===== config.mk =====
export PLATFORM = sky130hd
export DESIGN_NAME = fuzzy_hysteresis_climate_controller_top
export DESIGN_NICKNAME = d
export VERILOG_FILES = /design/src/hw/rtl/fhcc_pkg.sv /design/src/hw/rtl/fhcc_degree.sv /design/src/hw/rtl/fhcc_mul_unit.sv /design/src/hw/rtl/fhcc_divider.sv /design/src/hw/rtl/fuzzy_hysteresis_climate_controller_top.sv
export SDC_FILE = /design/constraint.sdc
export NUM_CORES = 2
export LEC_CHECK = 0
export BUFFER_PORTS_ARGS = -buffer_cell sky130_fd_sc_hd__clkbuf_2
export CORE_AREA = 2 2 343 345
export CTS_CLUSTER_DIAMETER = 100
export DETAILED_ROUTE_END_ITERATION = 6
export DIE_AREA = 0 0 345 347
export PLACE_DENSITY_LB_ADDON = 0.08
export SYNTH_ARGS = -nofsm -noshare
export SYNTH_HDL_FRONTEND = slang
export SYNTH_SLANG_ARGS = --single-unit

===== constraint.sdc =====
create_clock -name clk_i -period 14.1 [get_ports clk_i]
set_input_delay 3.525 -clock clk_i [delete_from_list [all_inputs] [get_ports clk_i]]
set_output_delay 3.525 -clock clk_i [all_outputs]
set_load 0.005 [all_outputs]

===== src/hw/rtl/fhcc_pkg.sv =====
`timescale 1ns / 1ps
package fhcc_pkg;

  typedef struct packed {
    logic [7:0]  soil_moisture;
    logic [7:0]  light_level;
    logic signed [11:0] temperature;
    logic [15:0] co2_level;
    logic        is_day;
  } in_item_t;

  typedef struct packed {
    logic       pump_on;
    logic       led_on;
    logic       fan_run;
    logic [6:0] fan_pct;
    logic [7:0] shade_angle;
    logic       shade_move;
  } out_item_t;

  localparam int unsigned CfgIdxW = 3;
  localparam int unsigned CfgDataW = 32;
  localparam logic [CfgIdxW-1:0] RegAutoEnable = 3'd0;
  localparam logic [CfgIdxW-1:0] RegSoil = 3'd1;
  localparam logic [CfgIdxW-1:0] RegLight = 3'd2;
  localparam logic [CfgIdxW-1:0] RegTemp = 3'd3;
  localparam logic [CfgIdxW-1:0] RegCo2Day = 3'd4;
  localparam logic [CfgIdxW-1:0] RegCo2Night = 3'd5;
  localparam logic [CfgIdxW-1:0] RegFanMax = 3'd6;

  localparam logic [7:0] PctMax = 8'd100;
  localparam logic [7:0] ShadeAngleOn = 8'd135;

  // Degree as an exact fraction; numerator never exceeds denominator.
  localparam int unsigned FracW = 18;
  typedef struct packed {
    logic [FracW-1:0] n;
    logic [FracW-1:0] d;
  } frac_t;

  // Operand pairs for the shared multiplier and its compare.
  typedef struct packed {
    logic [FracW-1:0] a;
    logic [FracW-1:0] b;
    logic [FracW-1:0] c;
    logic [FracW-1:0] e;
  } mul_req_t;

endpackage


===== src/hw/rtl/fhcc_degree.sv =====
`timescale 1ns / 1ps
module fhcc_degree
  import fhcc_pkg::*;
(
  input  logic               upper_i,
  input  logic signed [17:0] x_i,
  input  logic signed [17:0] lo_i,
  input  logic signed [17:0] hi_i,
  output frac_t              deg_o
);

  logic signed [17:0] num;

  always_comb begin
    num = 18'sd0;
    deg_o.n = '0;
    deg_o.d = FracW'(1);
    if (lo_i >= hi_i) begin
      deg_o.n = FracW'(upper_i ? (x_i >= lo_i) : (x_i <= lo_i));
    end else if (x_i <= lo_i) begin
      deg_o.n = FracW'(!upper_i);
    end else if (x_i >= hi_i) begin
      deg_o.n = FracW'(upper_i);
    end else begin
      num = upper_i ? (x_i - lo_i) : (hi_i - x_i);
      deg_o.n = FracW'(num);
      deg_o.d = FracW'(hi_i - lo_i);
    end
  end

endmodule


===== src/hw/rtl/fhcc_mul_unit.sv =====
`timescale 1ns / 1ps
module fhcc_mul_unit
  import fhcc_pkg::*;
(
  input  logic     clk_i,
  input  mul_req_t req_i,
  output logic     lt_o,
  output logic     le_o,
  output logic [2*FracW-1:0] p_o
);

  // Registered a*b and c*e, compared after the register.
  logic [2*FracW-1:0] p0_q, p1_q;

  always_ff @(posedge clk_i) begin
    p0_q <= req_i.a * req_i.b;
    p1_q <= req_i.c * req_i.e;
  end

  assign lt_o = p0_q < p1_q;
  assign le_o = p0_q <= p1_q;
  assign p_o  = p0_q;

endmodule


===== src/hw/rtl/fhcc_divider.sv =====
`timescale 1ns / 1ps
module fhcc_divider
  import fhcc_pkg::*;
(
  input  logic               clk_i,
  input  logic               rst_ni,
  input  logic               start_i,
  input  logic [2*FracW-1:0] num_i,
  input  logic [FracW:0]     den_i,
  output logic               done_o,
  output logic [6:0]         quo_o
);

  // Restoring division, one quotient bit per cycle; quotient fits in 7 bits.
  localparam int unsigned Bits = 7;
  logic [2*FracW-1:0] rem_q, rem_d;
  logic [Bits-1:0]    quo_q, quo_d;
  logic [2:0]         cnt_q, cnt_d;
  logic               busy_q, busy_d, done_q, done_d;
  logic [2*FracW+Bits:0] shd;

  always_comb begin
    rem_d = rem_q; quo_d = quo_q; cnt_d = cnt_q; busy_d = busy_q; done_d = 1'b0;
    shd = '0;
    if (start_i) begin
      rem_d = num_i; quo_d = '0; cnt_d = 3'(Bits - 1); busy_d = 1'b1;
    end else if (busy_q) begin
      shd = {{(Bits+1){1'b0}}, 36'(den_i)} << cnt_q;
      if ({{(Bits+1){1'b0}}, rem_q} >= shd) begin
        rem_d = rem_q - shd[2*FracW-1:0];
        quo_d = quo_q | (Bits'(1) << cnt_q);
      end
      if (cnt_q == 3'd0) begin
        busy_d = 1'b0; done_d = 1'b1;
      end else begin
        cnt_d = cnt_q - 3'd1;
      end
    end
  end

  always_ff @(posedge clk_i or negedge rst_ni) begin
    if (!rst_ni) begin
      busy_q <= 1'b0; done_q <= 1'b0; cnt_q <= '0;
    end else begin
      busy_q <= busy_d; done_q <= done_d; cnt_q <= cnt_d;
    end
  end

  always_ff @(posedge clk_i) begin
    rem_q <= rem_d; quo_q <= quo_d;
  end

  assign done_o = done_q;
  assign quo_o  = quo_q;

endmodule


===== src/hw/rtl/fuzzy_hysteresis_climate_controller_top.sv =====
`timescale 1ns / 1ps
// A daytime tick also runs the shade compares, which a night tick skips.
// The input stalls from an accepted tick until its result is taken at the output.
// One shared multiplier pair runs every degree compare, and an iterative 7-bit
// divider then computes the fan speed.
// A disabled tick is accepted and gives no result.
// Reset (asynchronous, active low) clears the states and top-level registers; fan max is 100.
module fuzzy_hysteresis_climate_controller_top
  import fhcc_pkg::*;
(
  input  logic                clk_i,
  input  logic                rst_ni,
  input  logic                in_valid_i,
  output logic                in_stall_o,
  input  in_item_t            in_data_i,
  output logic                out_valid_o,
  input  logic                out_stall_i,
  output out_item_t           out_data_o,
  input  logic                cfg_we_i,
  input  logic [CfgIdxW-1:0]  cfg_idx_i,
  input  logic [CfgDataW-1:0] cfg_data_i
);

  typedef enum logic [3:0] {
    S_IDLE, S_PUMPH, S_PUMPL, S_LEDH, S_LEDL, S_TC, S_FANH, S_FANL, S_LT, S_SHH, S_SHL,
    S_DIV, S_WAIT, S_OUT
  } state_e;

  state_e state_q;
  logic auto_q;
  logic [15:0] soil_q, light_q;
  logic [31:0] temp_q, cday_q, cnight_q;
  logic [6:0] fmax_q;
  logic pump_q, led_q, fan_q, shade_q, was_q;
  in_item_t it_q;
  out_item_t out_q;
  frac_t tg_q, cg_q, need_q, sg_q;
  logic need_shade_q;

  always_ff @(posedge clk_i or negedge rst_ni) begin
    if (!rst_ni) begin
      auto_q <= 1'b0; soil_q <= '0; light_q <= '0; temp_q <= '0;
      cday_q <= '0; cnight_q <= '0; fmax_q <= 7'd100;
    end else if (cfg_we_i) begin
      unique case (cfg_idx_i)
        RegAutoEnable: auto_q <= cfg_data_i[0];
        RegSoil:       soil_q <= cfg_data_i[15:0];
        RegLight:      light_q <= cfg_data_i[15:0];
        RegTemp:       temp_q <= cfg_data_i;
        RegCo2Day:     cday_q <= cfg_data_i;
        RegCo2Night:   cnight_q <= cfg_data_i;
        RegFanMax:     fmax_q <= cfg_data_i[6:0];
        default: ;
      endcase
    end
  end

  function automatic logic [7:0] clamp(input logic [7:0] v);
    return (v > PctMax) ? PctMax : v;
  endfunction

  logic [7:0] s_a, s_b, s_on, s_off, l_a, l_b, l_on, l_off;
  logic signed [15:0] t_a, t_b, t_hot, t_cool;
  logic [31:0] cw;
  logic [15:0] c_on, c_off;
  logic [6:0] maxsp;
  logic signed [17:0] xs, xl, xt, xc;

  always_comb begin
    s_a = clamp(soil_q[7:0]); s_b = clamp(soil_q[15:8]);
    s_on = (s_a > s_b) ? s_b : s_a; s_off = (s_a > s_b) ? s_a : s_b;
    l_a = clamp(light_q[7:0]); l_b = clamp(light_q[15:8]);
    l_on = (l_a > l_b) ? l_b : l_a; l_off = (l_a > l_b) ? l_a : l_b;
    t_a = temp_q[15:0]; t_b = temp_q[31:16];
    t_hot = (t_b > t_a) ? t_b : t_a; t_cool = (t_b > t_a) ? t_a : t_b;
    cw = it_q.is_day ? cday_q : cnight_q;
    c_on = (cw[31:16] > cw[15:0]) ? cw[31:16] : cw[15:0];
    c_off = (cw[31:16] > cw[15:0]) ? cw[15:0] : cw[31:16];
    maxsp = (fmax_q > 7'd100) ? 7'd100 : fmax_q;
    xs = {10'd0, it_q.soil_moisture};
    xl = {10'd0, it_q.light_level};
    xt = 18'(it_q.temperature);
    xc = {2'd0, it_q.co2_level};
  end

  frac_t ds, dl, dt, dc, dlu;
  fhcc_degree u_ds (.upper_i(1'b0), .x_i(xs), .lo_i({10'd0, s_on}), .hi_i({10'd0, s_off}),
                    .deg_o(ds));
  fhcc_degree u_dl (.upper_i(1'b0), .x_i(xl), .lo_i({10'd0, l_on}), .hi_i({10'd0, l_off}),
                    .deg_o(dl));
  fhcc_degree u_dlu (.upper_i(1'b1), .x_i(xl), .lo_i({10'd0, l_on}),
                     .hi_i({10'd0, l_off}), .deg_o(dlu));
  fhcc_degree u_dt (.upper_i(1'b1), .x_i(xt), .lo_i(18'(t_cool)), .hi_i(18'(t_hot)),
                    .deg_o(dt));
  fhcc_degree u_dc (.upper_i(1'b1), .x_i(xc), .lo_i({2'd0, c_off}), .hi_i({2'd0, c_on}),
                    .deg_o(dc));

  // Shared multiplier: one phase issues, next phase reads the compare.
  mul_req_t req;
  logic lt, le, phase_q;
  logic [2*FracW-1:0] prod;
  frac_t hg;
  logic hi_ok_q, hyst_cur, hyst_new;

  always_comb begin
    unique case (state_q)
      S_PUMPH, S_PUMPL: hg = ds;
      S_LEDH, S_LEDL:   hg = dl;
      S_SHH, S_SHL:     hg = sg_q;
      default: hg = need_q;
    endcase
    req = '0;
    unique case (state_q)
      S_TC: req = '{a: tg_q.n, b: cg_q.d, c: cg_q.n, e: tg_q.d};
      S_LT: req = '{a: dlu.n, b: tg_q.d, c: tg_q.n, e: dlu.d};
      S_PUMPH, S_PUMPL, S_LEDH, S_LEDL, S_FANH, S_FANL, S_SHH, S_SHL: begin
        req.a = FracW'(5); req.b = hg.n; req.e = hg.d;
        req.c = (state_q == S_PUMPL || state_q == S_LEDL || state_q == S_FANL ||
                 state_q == S_SHL) ? FracW'(2) : FracW'(3);
      end
      S_DIV: req = '{a: need_q.n, b: FracW'(2 * maxsp), c: '0, e: '0};
      default: req = '0;
    endcase
    unique case (state_q)
      S_PUMPL: hyst_cur = pump_q;
      S_LEDL:  hyst_cur = led_q;
      S_FANL:  hyst_cur = fan_q;
      default: hyst_cur = shade_q;
    endcase
    hyst_new = hi_ok_q ? 1'b1 : (le ? 1'b0 : hyst_cur);
  end

  fhcc_mul_unit u_mul (.clk_i(clk_i), .req_i(req), .lt_o(lt), .le_o(le), .p_o(prod));

  logic div_start, div_done;
  logic [6:0] quo;
  fhcc_divider u_div (.clk_i(clk_i), .rst_ni(rst_ni), .start_i(div_start),
                      .num_i(prod + {{FracW{1'b0}}, need_q.d}),
                      .den_i({need_q.d, 1'b0}), .done_o(div_done), .quo_o(quo));

  logic [6:0] speed;

  always_comb begin
    if (need_q.n == '0) speed = 7'd0;
    else if (need_q.n >= need_q.d) speed = maxsp;
    else speed = quo;
  end

  assign in_stall_o = (state_q != S_IDLE);
  assign div_start = (state_q == S_DIV) && phase_q;
  assign out_valid_o = (state_q == S_OUT);
  assign out_data_o = out_q;

  always_ff @(posedge clk_i or negedge rst_ni) begin
    if (!rst_ni) begin
      state_q <= S_IDLE; phase_q <= 1'b0;
      pump_q <= 1'b0; led_q <= 1'b0; fan_q <= 1'b0; shade_q <= 1'b0; was_q <= 1'b0;
      need_shade_q <= 1'b0; hi_ok_q <= 1'b0;
      it_q <= '0; out_q <= '0; tg_q <= '0; cg_q <= '0; need_q <= '0; sg_q <= '0;
    end else begin
      unique case (state_q)
        S_IDLE: if (in_valid_i) begin
          it_q <= in_data_i; phase_q <= 1'b0;
          state_q <= auto_q ? S_PUMPH : S_IDLE;
          if (!auto_q) was_q <= 1'b0;
        end
        S_PUMPH: begin
          if (!phase_q) begin
            phase_q <= 1'b1;
            tg_q <= dt; cg_q <= dc;
            if (!was_q) begin
              pump_q <= (xs <= {10'd0, s_on});
              led_q <= (xl <= {10'd0, l_on});
              fan_q <= (xt >= 18'(t_hot)) || (xc >= {2'd0, c_on});
              shade_q <= it_q.is_day && (xl >= {10'd0, l_off}) && (xt >= 18'(t_hot));
              was_q <= 1'b1;
            end
          end else begin
            hi_ok_q <= !lt; phase_q <= 1'b0; state_q <= S_PUMPL;
          end
        end
        S_LEDH, S_FANH, S_SHH: begin
          if (!phase_q) phase_q <= 1'b1;
          else begin
            hi_ok_q <= !lt; phase_q <= 1'b0;
            state_q <= (state_q == S_LEDH) ? S_LEDL :
                       ((state_q == S_FANH) ? S_FANL : S_SHL);
          end
        end
        S_PUMPL: begin
          if (!phase_q) phase_q <= 1'b1;
          else begin
            pump_q <= hyst_new; phase_q <= 1'b0; state_q <= S_LEDH;
          end
        end
        S_LEDL: begin
          if (!phase_q) phase_q <= 1'b1;
          else begin
            led_q <= hyst_new; phase_q <= 1'b0; state_q <= S_TC;
          end
        end
        S_FANL: begin
          if (!phase_q) phase_q <= 1'b1;
          else begin
            fan_q <= hyst_new; phase_q <= 1'b0; state_q <= S_LT;
          end
        end
        S_SHL: begin
          if (!phase_q) phase_q <= 1'b1;
          else begin
            need_shade_q <= hyst_new; phase_q <= 1'b0; state_q <= S_DIV;
          end
        end
        S_TC: begin
          if (!phase_q) phase_q <= 1'b1;
          else begin
            need_q <= lt ? cg_q : tg_q;
            phase_q <= 1'b0; state_q <= S_FANH;
          end
        end
        S_LT: begin
          if (!phase_q) phase_q <= 1'b1;
          else begin
            sg_q <= lt ? dlu : tg_q;
            phase_q <= 1'b0;
            need_shade_q <= 1'b0;
            state_q <= it_q.is_day ? S_SHH : S_DIV;
          end
        end
        S_DIV: begin
          if (!phase_q) phase_q <= 1'b1;
          else begin
            phase_q <= 1'b0; state_q <= S_WAIT;
          end
        end
        S_WAIT: if (div_done) begin
          out_q.pump_on <= pump_q;
          out_q.led_on <= led_q;
          out_q.fan_run <= fan_q && (speed != 7'd0);
          out_q.fan_pct <= speed;
          out_q.shade_angle <= need_shade_q ? ShadeAngleOn : 8'd0;
          out_q.shade_move <= need_shade_q != shade_q;
          shade_q <= need_shade_q;
          state_q <= S_OUT;
        end
        S_OUT: if (!out_stall_i) state_q <= S_IDLE;
        default: state_q <= S_IDLE;
      endcase
    end
  end

endmodule


# --- Word-level counts from Yosys, hierarchy flattened ---
# Cells that the tools add are included.
word_totals:
  ff_bits: 476
  in_bits: 85
  out_inout_bits: 21
  elab_cells: 287
classes:
  add_sub_neg: 12
  multipliers: 2
  n_lt_le_gt_ge: 32
  n_eq_ne: 36
  shifts: 2
  mux: 104
  n_bitwise: 2
  n_reduce_logical: 55
ops:
  columns: ["cell", "count"]
  rows:
  - ["18-bit 2-to-1 mux", 27]
  - ["72-bit case mux with 4 select lines", 1]
  - ["36-bit 2-to-1 mux", 5]
  - ["36-bit case mux with 3 select lines", 1]
  - ["16-bit >= comparator", 5]
  - ["18-bit by 18-bit multiplier with 36-bit output", 2]
  - ["8-bit 2-to-1 mux", 9]
  - ["16-bit 2-to-1 mux", 4]
  - ["4-bit 2-to-1 mux", 14]
  - ["16-bit by 16-bit subtractor with 17-bit output", 3]
  - ["8-bit >= comparator", 6]
  - ["4-bit case mux with 12 select lines", 1]
  - ["8-bit by 8-bit subtractor with 9-bit output", 5]
  - ["36-bit by 44-bit >= comparator with 1-bit output", 1]
  - ["19-bit by 3-bit << shifter with 44-bit output", 1]
  - ["36-bit by 18-bit adder with 36-bit output", 1]
  - ["36-bit less-or-equal comparator", 1]
  - ["36-bit < comparator", 1]
  - ["36-bit subtractor", 1]
  - ["2-bit AND reduction", 17]
  - ["12-bit by 16-bit >= comparator with 1-bit output", 2]
  - ["16-bit greater-than comparator", 2]
  - ["8-bit by 7-bit greater-than comparator with 1-bit output (second input constant)", 4]
  - ["8-bit less-or-equal comparator", 4]
  - ["44 further kinds", 127]

# --- Longest topological paths before layout ---
depth:
  ltp_word: 11
  mapped_depth: 52
  ltp_nobuf: 47

# --- Modules after synthesis ---
# From an unflattened synthesis, not the netlist that was laid out.
unflattened:
  cells_unflattened: 7531
  hier_area_um2: 65516.6
modules_own_cells:
  columns: ["mod", "instances", "cells_each", "area_per_inst_um2", "seq_area_each_um2"]
  rows:
  - ["fhcc_mul_unit", 1, 2673, 23670.2, 1441.4]
  - ["fuzzy_hysteresis_climate_controller_top", 1, 2104, 21861.0, 8737.1]
  - ["fhcc_degree (u_dc ...)", 4, 447, 3113.0, 0.0]
  - ["fhcc_divider", 1, 505, 4453.0, 1346.3]
  - ["fhcc_degree (u_dl)", 1, 461, 3080.5, 0.0]

# --- Least setup slack after synthesis ---
# Ideal clock, no wire load.
synth_timing:
  path_kind: "register -> register"
  from: "reg soil_q[2]"
  to: "reg u_mul.p1_q[35]"
  setup_ps: 129
  t_arrival_ps: 11324
  required_ps: 13971
  path_slack_ps: 2646
  path_stages_with_launch: 49
  n_path_buf: 5
  period_less_slack_ps: 11454
  cell_sequence: "dfrtp_1 o311a_1 nor3b_2 ha_1 nor2b_1 o21a_1 o21ai_0 a21o_1 buf_2 buf_2 buf_1 nor2_1 a21oi_1 ha_1 nor2b_1 o21ai_0 a21boi_0 o41ai_1 [... 13 more ...] fa_1 inv_1 fa_1 fa_1 inv_1 fa_1 inv_1 ha_1 and3_1 a22oi_1 o21ba_2 nand3_1 a311oi_1 nand3b_1 a31oi_1 o21ai_0 a311o_1 xnor3_1"
synth_via:
  elab_chain_len: 11
  word_cells_on_any_way: 15
  classes_between: "add/sub: 1; mul: 1; order compare: 5; mux: 8"
synth_lines:
  columns: ["element", "line", "rtl"]
  rows:
  - ["from (decl)", "fuzzy_hysteresis_climate_controller_top.sv:31", "logic [15:0] soil_q, light_q;"]
  - ["from (signal assigned)", "fuzzy_hysteresis_climate_controller_top.sv:47", "RegSoil: soil_q <= cfg_data_i[15:0];"]
  - ["8-bit by 7-bit greater-than comparator with 1-bit output", "fuzzy_hysteresis_climate_controller_top.sv:59", "return (v > PctMax) ? PctMax : v;"]
  - ["8-bit 2-to-1 mux (*)", "fuzzy_hysteresis_climate_controller_top.sv:59", null]
  - ["8-bit greater-than comparator", "fuzzy_hysteresis_climate_controller_top.sv:71", "s_on = (s_a > s_b) ? s_b : s_a; s_off = (s_a > s_b) ? s_a : s_b;"]
  - ["8-bit 2-to-1 mux", "fuzzy_hysteresis_climate_controller_top.sv:71", null]
  - ["8-bit by 8-bit subtractor with 9-bit output / 8-bit >= comparator (equally long branches)", "fhcc_degree.sv:27, fhcc_degree.sv:22", null]
  - ["18-bit 2-to-1 mux", "fhcc_degree.sv:22", "end else if (x_i >= hi_i) begin"]
  - ["18-bit 2-to-1 mux", "fhcc_degree.sv:20", "end else if (x_i <= lo_i) begin"]
  - ["18-bit 2-to-1 mux (*)", "fhcc_degree.sv:18", "if (lo_i >= hi_i) begin"]
  - ["36-bit case mux with 3 select lines (*)", "fuzzy_hysteresis_climate_controller_top.sv:106", "unique case (state_q)"]
  - ["72-bit case mux with 4 select lines (*)", "fuzzy_hysteresis_climate_controller_top.sv:113", "unique case (state_q)"]
  - ["18-bit by 18-bit multiplier with 36-bit output (*)", "fhcc_mul_unit.sv:17", "p1_q <= req_i.c * req_i.e;"]
  - ["to (signal assigned)", "fhcc_mul_unit.sv:17", null]
  - ["to (decl)", "fhcc_mul_unit.sv:13", "logic [2*FracW-1:0] p0_q, p1_q;"]
# Every way passes the cells marked *; elsewhere a longest branch is shown, timed or not.
# A chain may end at the register's enable or synchronous reset.

# --- Worst setup path after layout ---
layout_timing:
  from: "reg soil_q[11]"
  to: "reg u_mul.p1_q[35]"
# The elaborated chain is that of the path after synthesis.

==> flow_summary.toml <==
[detailed_routing]
drcViolationCount = 0
num_vias = 42000
wire_per_inst_um = 23.3
ant_nets = 0
viasPerCell = 5.65
dr.pass1.iters = 7
drtIter0Drc = 3247
wl_um = 173000

[synth]
synth-edff-count = 36
syn_avg_cell_area_um2 = 8.89
synth_flop_cell = "dfrtp_1"
ys_ff_latch = 461
ys_seq_area_frac = 0.218
syn_area_um2 = 51900
synth_cell_types = 95
ys_async_sr_fraction = 0.751
synthCells = 5837
ys_warn_count = 0

[clocking]
cts_resized = 0
cts_made_buffers = 59
htreeDepth = 2
cts_setup_buffers = 0
clk_pin_slew_ns = 0.06
cts_hold_buf = 0
cts_tree = "yes"
cts_num_sinks = 461
cts_root_buffer = "clkbuf_16"
clockBufferDepth = 3
worstSkewPairLatency_ns = 0.74

[sta]
rsz0062_at_grt = "false"
drv_slew = 0
period_share = 0.925
finalSetupViolations = 0
worst_pin_slew_ns = 1.27
tns_ns = 0
post-route-min-period_ns = 13.05
hold_viol_final = 0
slew_headroom = 0.149
skew_ns = 0.0630
fmax_ghz = 0.0766

[floorplanning]
num_rows = 125
initial_core_util = 0.448
die_x_um = 345
fp.dieH_um = 347
core_area_um2 = 116000
io_pins = 106
die_area_um2 = 120000

[power_and_ir_drop]
power.leakage_uw = 0.0270
vdd_drop_max_v = 0.000304
power_uw = 14600
cellPowerDensity_nw_per_um2 = 260

[hold_path]
hp-class = "register to register"
worstHoldStart = "out_data_o[12]$_DFFE_PN0P_"
worstHoldPathCells = 2
holdPathEnd = "out_data_o[12]$_DFFE_PN0P_"

[layout]
fin_util = 0.486
fillers = 11300
flow.area_growth_from_synthesis_pct = 8.38
multiInputGateArea_um2 = 36500
seqCellArea_um2 = 11300
drive_above_1_share = 0.105
nets = 6916

[setup_path]
rr_worst_depth = 45
crit_type = "register to register"
critical_path.max_stage_delay_ns = 0.69
cp-end-kind = "register"
rr_endpoint = "u_mul.p1_q[35]$_DFF_P_"
cp_slowest_cell = "a221oi_4"
critPathArrivalTime_ns = 13.61
regToRegSetupSlack_ns = 1.05
path_max_fanout = 12
critPathBufInv = 6
cpMostUsedCell = "fa_1"
worst_ep_required_time_ns = 14.67
start_kind = "register"
reg2reg_from = "soil_q[11]$_DFFE_PN0P_"
crit_family = "compound AO/OA/AOI/OAI gates"

[outcome]
status = "finished clean"

[grt]
grt-ovfl-total = 0
grt_max_degree = 150
grt_pass1_vias = 42200
grtUsageTotal = 0.289
grt_pass1_wl_um = 264000
antenna_found_initial = 0

[placed_design]
gp_congestion = 0.934
numPortBuffers = 101
hpwl_um = 139000

[run]
drv_cap = 0
## through the flow
step	setup WS [ns]	instances	area [um2]	hold slack [ns]
floorplan	2.65	5847	51900	0.446
global placement	1.48	7317	54000	0.462
detailed placement	1.21	7317	54000	0.469
CTS	1.11	7429	56200	0.483
global route	0.0566	7429	56200	0.499
finish	1.05	7432	56200	0.484
## flip-flops by register name, indices dropped and copies added (netlist names), 12 cells and up
register     flops
cday_q          32
cg_q            34
cnight_q        32
it_q            45
light_q         16
need_q          34
out_data_o      12
sg_q            34
soil_q          16
temp_q          32
tg_q            34
u_div.rem_q     36
u_mul.p1_q      36
u_mul.p_o       36
## worst max-delay path by stage
stage	from	endpoint	slack [ns]	cells past startpoint
after floorplan	soil_q[2]$_DFFE_PN0P_	u_mul.p1_q[35]$_DFF_P_	2.65	48
after global placement	soil_q[11]$_DFFE_PN0P_	u_mul.p1_q[35]$_DFF_P_	1.48	45
after detailed placement	soil_q[11]$_DFFE_PN0P_	u_mul.p1_q[35]$_DFF_P_	1.21	45
after CTS	soil_q[11]$_DFFE_PN0P_	u_mul.p1_q[35]$_DFF_P_	1.11	45
after global routing	soil_q[11]$_DFFE_PN0P_	u_mul.p1_q[35]$_DFF_P_	0.06	45
final	soil_q[11]$_DFFE_PN0P_	u_mul.p1_q[35]$_DFF_P_	1.05	45
## final cells by class
cell class,count,area share
multi-input cells,4311,0.649
flip-flops and latches,461,0.201
inverters,829,0.0554
well taps,1524,0.0339
clock buffers,74,0.0300
repair buffers,192,0.0215
clock inverters,38,0.00846
diodes,3,0.000134
## power by group
part / total, uW / switching [uW] / internal (uW) / leakage, uW
Clock: 1670 / 696 / 971 / 0.00105
Combinational: 10400 / 6650 / 3760 / 0.0207
Sequential: 2560 / 706 / 1850 / 0.00522
Total: 14600 / 8050 / 6580 / 0.0270
## worst min-delay path: stages (launching register included)
cell and delay [ns]:
dfrtp_1 0.34, nand2_1 0.05, o21ai_0 0.06
## synthesized netlist by cell type (17+ instances only)
library cell,count,share of area
a22o_1,52,0.0088
a221oi_1,39,0.0066
ha_1,459,0.11
o31ai_1,17,0.0025
mux2i_1,71,0.014
buf_1,18,0.0013
or2_2,32,0.0039
nor2_1,500,0.036
fa_1,518,0.20
and3_1,33,0.0040
a31oi_1,80,0.0096
clkbuf_1,152,0.011
dfrtp_1,343,0.17
nor2b_1,70,0.0084
nor3_1,56,0.0054
nor4_1,20,0.0024
nand2b_1,63,0.0076
o21bai_1,22,0.0032
dfxtp_1,79,0.030
o21a_1,37,0.0054
o211ai_1,23,0.0033
nand4_1,37,0.0045
a22oi_1,36,0.0052
buf_2,56,0.0054
a21o_1,90,0.013
a221o_1,25,0.0048
or3_1,20,0.0024
a21oi_1,262,0.025
a211o_1,19,0.0032
xnor2_1,115,0.019
a21boi_0,30,0.0043
edfxtp_1,36,0.021
mux2_2,202,0.044
o21ai_0,242,0.023
inv_1,826,0.060
xor2_1,63,0.011
a211oi_1,28,0.0041
buf_4,19,0.0028
nand2_1,702,0.051
and2_1,69,0.0083
nand3_1,61,0.0059
## kinds of logic (layout without fill, tap and decap cells)
group                      after synthesis  after routing  synth area share
xor gates and xnor gates               179            179            0.0305
muxes                                  284            284            0.0623
buffers and inverters                 1075           1133            0.0805
DFF                                    461            461             0.218
and+or+nand+nor                       1724           1724             0.150
other                                    2             15          0.000145
adders and majority gates              977            977             0.311
AOI/OAI and AO/OA                     1135           1135             0.148
## placed cells by master (no fill, tap or decap), types with 39 or more instances in the layout
cell type	instances
a21o_1	90
a21oi_1	261
a221oi_1	39
a22o_1	52
a31oi_1	80
and2_1	68
buf_4	90
clkbuf_16	61
clkbuf_2	100
dfrtp_1	342
dfxtp_1	79
fa_1	518
ha_1	459
inv_1	826
mux2_2	202
mux2i_1	71
nand2_1	702
nand2b_1	62
nand3_1	60
nor2_1	496
nor2b_1	70
nor3_1	53
o21ai_0	239
xnor2_1	115
xor2_1	63
## layer usage
metal | routed length [um] | track usage | up-vias
met5 | 0 | 0 | -
met4 | 7580 | 0.115 | 0
met1 | 77400 | 0.395 | 20800
li1 | - | - | 19600
met2 | 78600 | 0.465 | 1277
met3 | 9770 | 0.0364 | 342
No activity file was read; power rests on OpenSTA's default activity.
